File: src/design/ictf_pkg.sv
`timescale 1ns / 1ps
// ============================================================================
// ictf_pkg
// Types, constants and the arctangent table of the tilt filter.
// ============================================================================
package ictf_pkg;

	localparam int AtanIterations = 16;
	localparam int CordicTableLen = 24;
	localparam int CordicSteps = (AtanIterations < CordicTableLen) ?
		AtanIterations : CordicTableLen;
	localparam int IterW = $clog2(CordicTableLen);
	localparam int CordicW = 42;
	localparam int ZW = 26;
	localparam logic [23:0] GyroDegQ40 = 24'd15749344;
	localparam logic signed [23:0] AngleMax = 24'sh7FFFFF;
	localparam logic signed [23:0] AngleMin = -24'sh800000;
	localparam int QueueDepth = 2;

	typedef enum logic {
		REG_MODE         = 1'b0,
		REG_ACCEL_WEIGHT = 1'b1
	} reg_index_t;

	typedef struct packed {
		logic signed [15:0] accel_x;
		logic signed [15:0] accel_y;
		logic signed [15:0] accel_z;
		logic signed [15:0] gyro_x;
		logic signed [15:0] gyro_y;
		logic signed [15:0] gyro_z;
		logic [15:0]        step_time;
	} sample_t;

	typedef struct packed {
		logic signed [23:0] angle_x;
		logic signed [23:0] angle_y;
		logic signed [23:0] angle_z;
	} angles_t;

	// Front-to-back work entry: sample with accel_z sign folded into x/y.
	typedef struct packed {
		logic signed [16:0] num_x;
		logic signed [16:0] num_y;
		logic [15:0]        den;
		logic               den_zero;
		logic signed [15:0] gyro_x;
		logic signed [15:0] gyro_y;
		logic signed [15:0] gyro_z;
		logic [15:0]        step_time;
	} work_t;

	function automatic logic [ZW-1:0] atan_entry(input logic [IterW-1:0] i);
		logic [ZW-1:0] r;
		case (i)
			5'd0:  r = 26'd2949120;
			5'd1:  r = 26'd1740967;
			5'd2:  r = 26'd919879;
			5'd3:  r = 26'd466945;
			5'd4:  r = 26'd234379;
			5'd5:  r = 26'd117304;
			5'd6:  r = 26'd58666;
			5'd7:  r = 26'd29335;
			5'd8:  r = 26'd14668;
			5'd9:  r = 26'd7334;
			5'd10: r = 26'd3667;
			5'd11: r = 26'd1833;
			5'd12: r = 26'd917;
			5'd13: r = 26'd458;
			5'd14: r = 26'd229;
			5'd15: r = 26'd115;
			5'd16: r = 26'd57;
			5'd17: r = 26'd29;
			5'd18: r = 26'd14;
			5'd19: r = 26'd7;
			5'd20: r = 26'd4;
			5'd21: r = 26'd2;
			5'd22: r = 26'd1;
			default: r = '0;
		endcase
		return r;
	endfunction

endpackage

File: src/design/ictf_front.sv
`timescale 1ns / 1ps
// ============================================================================
// ictf_front
// Accept a sample beat, fold the accel_z sign and register it into the queue.
// ============================================================================
module ictf_front (
	input  logic              clk,
	input  logic              arst_n,
	input  ictf_pkg::sample_t in_data,
	input  logic              in_valid,
	output logic              in_ready,
	output ictf_pkg::work_t   out_data,
	output logic              out_valid,
	input  logic              out_ready
);
	import ictf_pkg::*;

	logic  valid_q;
	work_t data_q;
	work_t next_w;
	logic  neg;

	always_comb begin
		neg = in_data.accel_z[15];
		next_w.num_x = neg ? -{in_data.accel_x[15], in_data.accel_x} :
			{in_data.accel_x[15], in_data.accel_x};
		next_w.num_y = neg ? -{in_data.accel_y[15], in_data.accel_y} :
			{in_data.accel_y[15], in_data.accel_y};
		next_w.den = neg ? 16'(-in_data.accel_z) : 16'(in_data.accel_z);
		next_w.den_zero = (in_data.accel_z == 16'sd0);
		next_w.gyro_x = in_data.gyro_x;
		next_w.gyro_y = in_data.gyro_y;
		next_w.gyro_z = in_data.gyro_z;
		next_w.step_time = in_data.step_time;
	end

	assign in_ready = !valid_q || out_ready;
	assign out_valid = valid_q;
	assign out_data = data_q;

	always_ff @(posedge clk or negedge arst_n) begin
		if (!arst_n) begin
			valid_q <= 1'b0;
		end else if (in_ready) begin
			valid_q <= in_valid;
		end
	end

	always_ff @(posedge clk) begin
		if (in_ready && in_valid) begin
			data_q <= next_w;
		end
	end

endmodule

File: src/design/ictf_queue.sv
`timescale 1ns / 1ps
// ============================================================================
// ictf_queue
// Short queue of work entries between the front and the back.
// ============================================================================
module ictf_queue (
	input  logic            clk,
	input  logic            arst_n,
	input  ictf_pkg::work_t wr_data,
	input  logic            wr_valid,
	output logic            wr_ready,
	output ictf_pkg::work_t rd_data,
	output logic            rd_valid,
	input  logic            rd_ready
);
	import ictf_pkg::*;

	localparam int PtrW = $clog2(QueueDepth);

	work_t            mem_q [QueueDepth];
	logic [PtrW-1:0]  wr_ptr_q;
	logic [PtrW-1:0]  rd_ptr_q;
	logic [PtrW:0]    count_q;
	logic             do_wr;
	logic             do_rd;

	assign wr_ready = (count_q != (PtrW+1)'(QueueDepth));
	assign rd_valid = (count_q != '0);
	assign rd_data = mem_q[rd_ptr_q];
	assign do_wr = wr_valid && wr_ready;
	assign do_rd = rd_valid && rd_ready;

	always_ff @(posedge clk or negedge arst_n) begin
		if (!arst_n) begin
			wr_ptr_q <= '0;
			rd_ptr_q <= '0;
			count_q <= '0;
		end else begin
			if (do_wr) wr_ptr_q <= wr_ptr_q + 1'b1;
			if (do_rd) rd_ptr_q <= rd_ptr_q + 1'b1;
			count_q <= count_q + (PtrW+1)'(do_wr) - (PtrW+1)'(do_rd);
		end
	end

	always_ff @(posedge clk) begin
		if (do_wr) begin
			mem_q[wr_ptr_q] <= wr_data;
		end
	end

endmodule

File: src/design/ictf_back.sv
`timescale 1ns / 1ps
// ============================================================================
// ictf_back
// Run the shared CORDIC for both tilts, then integrate each axis and, in
// complementary mode, blend it; hold the result beat until popped.
// ============================================================================
module ictf_back (
	input  logic              clk,
	input  logic              arst_n,
	input  ictf_pkg::work_t   in_data,
	input  logic              in_valid,
	output logic              in_ready,
	input  logic              mode,
	input  logic [15:0]       accel_weight,
	output ictf_pkg::angles_t out_data,
	output logic              out_valid,
	input  logic              out_ready
);
	import ictf_pkg::*;

	typedef enum logic [3:0] {
		ST_IDLE, ST_CORDIC, ST_PROD, ST_SCALE, ST_INTEG, ST_BLEND_A,
		ST_BLEND_B, ST_BLEND_SUM, ST_NEXT, ST_OUT
	} state_t;

	state_t                   state_q;
	work_t                    w_q;
	logic                     axis_y_q;
	logic [IterW-1:0]         iter_q;
	logic signed [CordicW-1:0] cx_q;
	logic signed [CordicW-1:0] cy_q;
	logic signed [ZW-1:0]     cz_q;
	logic signed [23:0]       tilt_q [2];
	logic [1:0]               ax_q;
	logic signed [31:0]       prod_q;
	logic signed [25:0]       delta_q;
	logic signed [23:0]       a_q;
	logic signed [41:0]       term_q;
	logic signed [41:0]       sum_q;
	logic signed [23:0]       store_q [3];
	angles_t                  res_q;
	logic                     out_valid_q;

	logic signed [CordicW-1:0] xs;
	logic signed [CordicW-1:0] ys;
	logic signed [ZW-1:0]     ang;
	logic signed [ZW-1:0]     zr;
	logic signed [15:0]       rate;
	logic signed [31:0]       pmul;
	logic [31:0]              mag;
	logic [55:0]              scaled;
	logic signed [25:0]       isum;
	logic signed [23:0]       isat;
	logic signed [23:0]       tilt_cur;
	logic signed [41:0]       bsum;
	logic signed [25:0]       bsh;
	logic signed [23:0]       bsat;

	always_comb begin
		xs = cx_q >>> iter_q;
		ys = cy_q >>> iter_q;
		ang = $signed(atan_entry(iter_q));
		zr = (cz_q + ZW'(128)) >>> 8;
		case (ax_q)
			2'd0: rate = w_q.gyro_x;
			2'd1: rate = w_q.gyro_y;
			default: rate = w_q.gyro_z;
		endcase
		pmul = rate * $signed({1'b0, w_q.step_time});
		mag = prod_q[31] ? 32'(-prod_q) : 32'(prod_q);
		scaled = (56'(mag) * 56'(GyroDegQ40) + (56'd1 << 39)) >> 40;
		isum = 26'(store_q[ax_q]) + delta_q;
		if (isum > 26'(AngleMax)) isat = AngleMax;
		else if (isum < 26'(AngleMin)) isat = AngleMin;
		else isat = isum[23:0];
		tilt_cur = (ax_q == 2'd2) ? 24'sd0 : tilt_q[ax_q[0]];
		bsum = sum_q + term_q + 42'sd32768;
		bsh = 26'(bsum >>> 16);
		if (bsh > 26'(AngleMax)) bsat = AngleMax;
		else if (bsh < 26'(AngleMin)) bsat = AngleMin;
		else bsat = bsh[23:0];
	end

	assign in_ready = (state_q == ST_IDLE);
	assign out_valid = out_valid_q;
	assign out_data = res_q;

	always_ff @(posedge clk or negedge arst_n) begin
		if (!arst_n) begin
			state_q <= ST_IDLE;
			out_valid_q <= 1'b0;
			store_q[0] <= '0;
			store_q[1] <= '0;
			store_q[2] <= '0;
			axis_y_q <= 1'b0;
			iter_q <= '0;
			ax_q <= '0;
		end else begin
			if (out_valid_q && out_ready && state_q != ST_OUT) out_valid_q <= 1'b0;
			case (state_q)
				ST_IDLE: begin
					if (in_valid) begin
						w_q <= in_data;
						axis_y_q <= 1'b0;
						iter_q <= '0;
						cx_q <= CordicW'($signed({1'b0, in_data.den})) <<< 16;
						cy_q <= CordicW'(in_data.num_x) <<< 16;
						cz_q <= '0;
						state_q <= ST_CORDIC;
					end
				end
				ST_CORDIC: begin
					if (cy_q > 0) begin
						cx_q <= cx_q + ys;
						cy_q <= cy_q - xs;
						cz_q <= cz_q + ang;
					end else begin
						cx_q <= cx_q - ys;
						cy_q <= cy_q + xs;
						cz_q <= cz_q - ang;
					end
					if (iter_q == IterW'(CordicSteps - 1)) begin
						state_q <= ST_NEXT;
					end else begin
						iter_q <= iter_q + 1'b1;
					end
				end
				ST_NEXT: begin
					if (!axis_y_q) begin
						tilt_q[0] <= w_q.den_zero ? 24'sd0 : 24'(zr);
						axis_y_q <= 1'b1;
						iter_q <= '0;
						cx_q <= CordicW'($signed({1'b0, w_q.den})) <<< 16;
						cy_q <= CordicW'(w_q.num_y) <<< 16;
						cz_q <= '0;
						state_q <= ST_CORDIC;
					end else begin
						tilt_q[1] <= w_q.den_zero ? 24'sd0 : 24'(zr);
						ax_q <= 2'd0;
						state_q <= ST_PROD;
					end
				end
				ST_PROD: begin
					prod_q <= pmul;
					state_q <= ST_SCALE;
				end
				ST_SCALE: begin
					delta_q <= prod_q[31] ? -26'(scaled) : 26'(scaled);
					state_q <= ST_INTEG;
				end
				ST_INTEG: begin
					a_q <= isat;
					if (mode == 1'b0) begin
						state_q <= ST_BLEND_A;
					end else begin
						store_q[ax_q] <= isat;
						state_q <= ST_BLEND_SUM;
					end
				end
				ST_BLEND_A: begin
					sum_q <= a_q * $signed({1'b0, 17'h10000 - 17'(accel_weight)});
					state_q <= ST_BLEND_B;
				end
				ST_BLEND_B: begin
					term_q <= tilt_cur * $signed({1'b0, accel_weight});
					state_q <= ST_BLEND_SUM;
				end
				ST_BLEND_SUM: begin
					if (mode == 1'b0) store_q[ax_q] <= bsat;
					if (ax_q == 2'd2) begin
						state_q <= ST_OUT;
					end else begin
						ax_q <= ax_q + 1'b1;
						state_q <= ST_PROD;
					end
				end
				ST_OUT: begin
					if (!out_valid_q || out_ready) begin
						res_q.angle_x <= store_q[0];
						res_q.angle_y <= store_q[1];
						res_q.angle_z <= store_q[2];
						out_valid_q <= 1'b1;
						state_q <= ST_IDLE;
					end
				end
				default: state_q <= ST_IDLE;
			endcase
		end
	end

endmodule

File: src/design/imu_complementary_tilt_filter_top.sv
`timescale 1ns / 1ps
// ============================================================================
// imu_complementary_tilt_filter_top
// Three-axis complementary tilt filter with queue-style ports.
// ============================================================================
// In the back end a sample is accepted and run through two passes of one
// shared 16-step CORDIC (one step per cycle, with a hand-over state after
// each pass) for the x and y tilts, then per axis through six steps (four in
// gyro-only mode, which skips the two blend products); the result is then
// loaded into the output register. Samples are accepted into a two-entry
// queue while the back end works, and one finished result beat waits in an
// output register until popped; the back end holds with its next result
// while that beat waits. Angles are 1/256 degree, saturated to 24 bits.
module imu_complementary_tilt_filter_top (
	input  logic              clk,
	input  logic              arst_n,
	input  logic              push,
	output logic              full,
	input  ictf_pkg::sample_t sample,
	output logic              empty,
	input  logic              pop,
	output ictf_pkg::angles_t angles,
	input  logic              cfg_we,
	input  logic              cfg_index,
	input  logic [15:0]       cfg_data
);
	import ictf_pkg::*;

	logic        mode_q;
	logic [15:0] accel_weight_q;
	work_t       f_data, q_data;
	logic        f_valid, f_ready, q_valid, q_ready, in_ready, out_valid;

	always_ff @(posedge clk or negedge arst_n) begin
		if (!arst_n) begin
			mode_q <= 1'b0;
			accel_weight_q <= 16'd1311;
		end else if (cfg_we) begin
			case (reg_index_t'(cfg_index))
				REG_MODE:         mode_q <= cfg_data[0];
				REG_ACCEL_WEIGHT: accel_weight_q <= cfg_data;
				default: ;
			endcase
		end
	end

	ictf_front u_front (
		.clk(clk), .arst_n(arst_n), .in_data(sample), .in_valid(push),
		.in_ready(in_ready), .out_data(f_data), .out_valid(f_valid),
		.out_ready(f_ready)
	);

	ictf_queue u_queue (
		.clk(clk), .arst_n(arst_n), .wr_data(f_data), .wr_valid(f_valid),
		.wr_ready(f_ready), .rd_data(q_data), .rd_valid(q_valid),
		.rd_ready(q_ready)
	);

	ictf_back u_back (
		.clk(clk), .arst_n(arst_n), .in_data(q_data), .in_valid(q_valid),
		.in_ready(q_ready), .mode(mode_q), .accel_weight(accel_weight_q),
		.out_data(angles), .out_valid(out_valid), .out_ready(pop)
	);

	assign full = !in_ready;
	assign empty = !out_valid;

endmodule
File: config.mk
export PLATFORM = sky130hd
export DESIGN_NAME = imu_complementary_tilt_filter_top
export DESIGN_NICKNAME = d
export VERILOG_FILES = /design/src/design/ictf_pkg.sv /design/src/design/ictf_front.sv /design/src/design/ictf_queue.sv /design/src/design/ictf_back.sv /design/src/design/imu_complementary_tilt_filter_top.sv
export SDC_FILE = /design/constraint.sdc
export NUM_CORES = 2
export LEC_CHECK = 0
export BUFFER_PORTS_ARGS = -buffer_cell sky130_fd_sc_hd__buf_2
export CORE_ASPECT_RATIO = 1.75
export CORE_MARGIN = 1
export CORE_UTILIZATION = 60
export DETAILED_ROUTE_END_ITERATION = 16
export PLACE_DENSITY = 0.85
export SLEW_MARGIN = 20
export SYNTH_ARGS = -nofsm -noshare
export SYNTH_HDL_FRONTEND = slang
export SYNTH_SLANG_ARGS = --single-unit
export TNS_END_PERCENT = 50
File: constraint.sdc
create_clock -name clk -period 12.3 [get_ports clk]
set_clock_uncertainty 0.05 [all_clocks]
set_input_delay 1.23 -clock clk [delete_from_list [all_inputs] [get_ports clk]]
set_output_delay 1.23 -clock clk [all_outputs]
set_load 0.03 [all_outputs]
==> flow_metrics.env <==
export IMPL_status="finished, final reports clean"
export IMPL_h_tree_depth=3
export IMPL_gr_usage_met3=0.0786
export IMPL_syn_cell_area_sq_um=95300
export IMPL_async_flop_share=0.115
export IMPL_setup_slack_ps=849
export IMPL_ys_flop_type="edfxtp_1"
export IMPL_critPathLaunchType="register"
export IMPL_synth_edf_count=825
export IMPL_final_util=0.643
export IMPL_use_met1=0.328
export IMPL_critPathMostFrequentCell="inv_1"
export IMPL_dp_cells=11100
export IMPL_ant_nets=0
export IMPL_crit_path_max_fanout=9
export IMPL_cp_required_ps=12740
export IMPL_worstMarginPinSlew_ps=1250
export IMPL_pre_cts_ws_ps=847
export IMPL_grt_max_degree=75
export IMPL_final_cells=11300
export IMPL_via_count=69100
export IMPL_cts_hold_buf=0
export IMPL_busiest_layer="met2"
export IMPL_clock_latency_ps=770
export IMPL_syn_to_final_growth_pct=6.56
export IMPL_dp_hpwl_um=198000
export IMPL_io_pins=208
export IMPL_seq_area_frac_synth=0.288
export IMPL_start_util=0.604
export IMPL_finalCritPeriodShare=0.931
export IMPL_period_needed_ps=11450
export IMPL_drt_initial_drc_count=5123
export IMPL_synthCells=9054
export IMPL_criticalPathCategory="reg2reg"
export IMPL_worstPathArrival_ps=11890
export IMPL_finalMaxSlewViolations=0
export IMPL_die_height_um=529
export IMPL_fp_dieW_um=303
export IMPL_grt_pass1_wl_um=407000
export IMPL_path_buf_inv=7
export IMPL_clockBufferDepth=3
export IMPL_syn_avg_cell_area_sq_um=10.5
export IMPL_tns_ps=0
export IMPL_drive_above_1_share=0.0970
export IMPL_grt_pass1_vias=75200
export IMPL_cts_sinks=932
export IMPL_fillCellCount=11900
export IMPL_postCtsSetupBuffers=0
export IMPL_rsz0062_at_grt="false"
export IMPL_grt_use_met2=0.590
export IMPL_syn_nets=11100
export IMPL_port_buffers=207
export IMPL_finalNetCount=11200
export IMPL_row_count=193
export IMPL_hold_class="in2async"
export IMPL_maxSlewHeadroom=0.162
export IMPL_drcViolationCount=0
export IMPL_gp_congestion=1.09
export IMPL_drt_wl_total_um=260000
export IMPL_cts_resized=0
export IMPL_ys_types=98
export IMPL_grt_usage=0.334
export IMPL_core_sq_um=158000
export IMPL_ys_ff_latch=932
export IMPL_endpoint_kind="register"
export IMPL_yosys_warnings=0
export IMPL_crit_family="simple AND/OR/NAND/NOR gates"
export IMPL_clk_pin_slew_ps=70
export IMPL_die_area_sq_um=161000
export IMPL_max_freq_mhz=87.3
export IMPL_antenna_found_initial=11
export IMPL_grt_ovfl_total=0
export IMPL_critical_path_slowest_cell="or4_1"
export IMPL_slowest_delay_ps=620
export IMPL_maxCapViolCount=0
export IMPL_rrSetupSlack_ps=850
export IMPL_dr_pass1_iters=9
export IMPL_root_buffer="clkbuf_16"
export IMPL_viasPerCell=6.14
export IMPL_wl_per_cell_um=23.1
export IMPL_final_setup_viol_count=0
export IMPL_cts_tree="built"
export IMPL_cts_buffers=87
export IMPL_hold_viol=0
[cell usage in the layout (no fill, tap or decap), types with 27 or more instances in the layout]
cell	instances
xor2_1	175
nor2b_1	98
a31oi_1	56
and2_1	362
fa_1	1070
mux2_2	189
ha_1	841
nor3_1	87
and3_1	28
nand2b_1	82
o21a_1	51
mux2i_1	114
nand3_1	67
dfrtp_1	94
xnor2_1	319
nand4_1	43
a21o_1	148
a21oi_1	334
or2_2	33
or3_1	37
o21ai_0	310
buf_4	103
clkbuf_16	91
nor2_1	342
edfxtp_1	825
nand2_1	970
inv_1	1437
nor4_1	27
mux4_2	112
buf_2	206
o31ai_1	49
o21bai_1	38
[final timing paths]
check	start	end	cells after the start
setup reg to reg	u_back.prod_q[9]	u_back.delta_q[18]	36
max in group asynchronous	arst_n	u_back.store_q[62]	2
hold reg to reg	u_front.out_data[104]	u_queue.mem_q[1][104]	0
min in group clk	u_front.out_data[104]	u_queue.mem_q[1][104]	0
hold / removal	arst_n	u_back.out_valid	1
setup / recovery	u_back.prod_q[9]	u_back.delta_q[18]	36
[stage by stage]
stage | cell area, sq um | hold WS (ps)
after floorplan | 95300 | 371
after global placement | 98600 | 373
after detailed placement | 98600 | 379
after CTS | 101000 | 256
after global routing | 102000 | 279
final | 102000 | 288
[sequential cells by signal, indices dropped and copies added, names as in the netlist, 2 cells and up]
signal	cells
u_queue.mem_q	230
u_front.out_data	115
u_back.w_q	98
u_back.out_data	72
u_back.store_q	72
u_back.cx_q	42
u_back.cy_q	42
u_back.sum_q	42
u_back.term_q	41
u_back.tilt_q	36
u_back.prod_q	32
u_back.cz_q	26
u_back.delta_q	25
u_back.a_q	24
accel_weight_q	16
u_back.iter_q	5
u_back.state_q	4
u_back.ax_q	2
u_queue.count_q	2
[cell families (layout without fill, tap and decap cells)]
| logic type | count (synthesis) | after routing | synth area share |
|---|---|---|---|
| buffers and inverters | 1764 | 1915 | 0.0708 |
| multiplexers | 423 | 423 | 0.0627 |
| AO/OA/AOI/OAI | 1257 | 1257 | 0.0831 |
| XOR/XNOR | 506 | 506 | 0.0465 |
| AND/OR/NAND/NOR | 2260 | 2260 | 0.114 |
| other | 0 | 6 | 0 |
| flip-flops | 932 | 932 | 0.288 |
| adder cells (fa/ha/maj) | 1912 | 1912 | 0.335 |
[final cells by class]
class                   instances  area [sq um]  share of cell area
multi-input cells            6358         61400               0.604
flip-flops and latches        932         27500               0.270
inverters                    1442          5410              0.0533
well taps                    2047          2560              0.0252
clock buffers                 101          2320              0.0229
repair buffers                312          1850              0.0182
clock inverters                60           592             0.00583
diodes                          6          15.0            0.000148
[worst register-to-register path, delay by kind of cell (launching register included)]
kind                     cells  cell delay (ps)
XOR/XNOR                     2              770
buffers and inverters        7              760
flip-flops                   1              430
adder cells (fa/ha/maj)      8             3360
AO/OA/AOI/OAI                7             1940
AND/OR/NAND/NOR             12             3930
[synthesized netlist by cell type, types with 51 or more instances]
cell | instances | area [sq um]
nand3_1 | 67 | 335
a21o_1 | 148 | 1110
xnor2_1 | 327 | 2860
clkbuf_1 | 255 | 957
o21a_1 | 51 | 383
and2_1 | 367 | 2300
mux4_2 | 112 | 2520
mux2_2 | 189 | 2130
inv_1 | 1438 | 5400
o21ai_0 | 319 | 1600
nor3_1 | 92 | 460
edfxtp_1 | 825 | 24800
a21oi_1 | 339 | 1700
fa_1 | 1070 | 21400
nand2b_1 | 82 | 513
nor2b_1 | 98 | 613
nor2_1 | 349 | 1310
a31oi_1 | 56 | 350
ha_1 | 841 | 10500
dfrtp_1 | 100 | 2500
mux2i_1 | 114 | 1140
xor2_1 | 179 | 1570
nand2_1 | 970 | 3640
[layer usage]
layer / vias to the layer above / wire length, um
met5: - / 85
met4: 12 / 24400
met3: 1228 / 20000
met2: 3204 / 134000
met1: 34400 / 81700
li1: 30300 / -
Power is left out: the tool's default activity adds up to more than one toggle a clock period on the data nets, which glitch-free logic cannot reach.
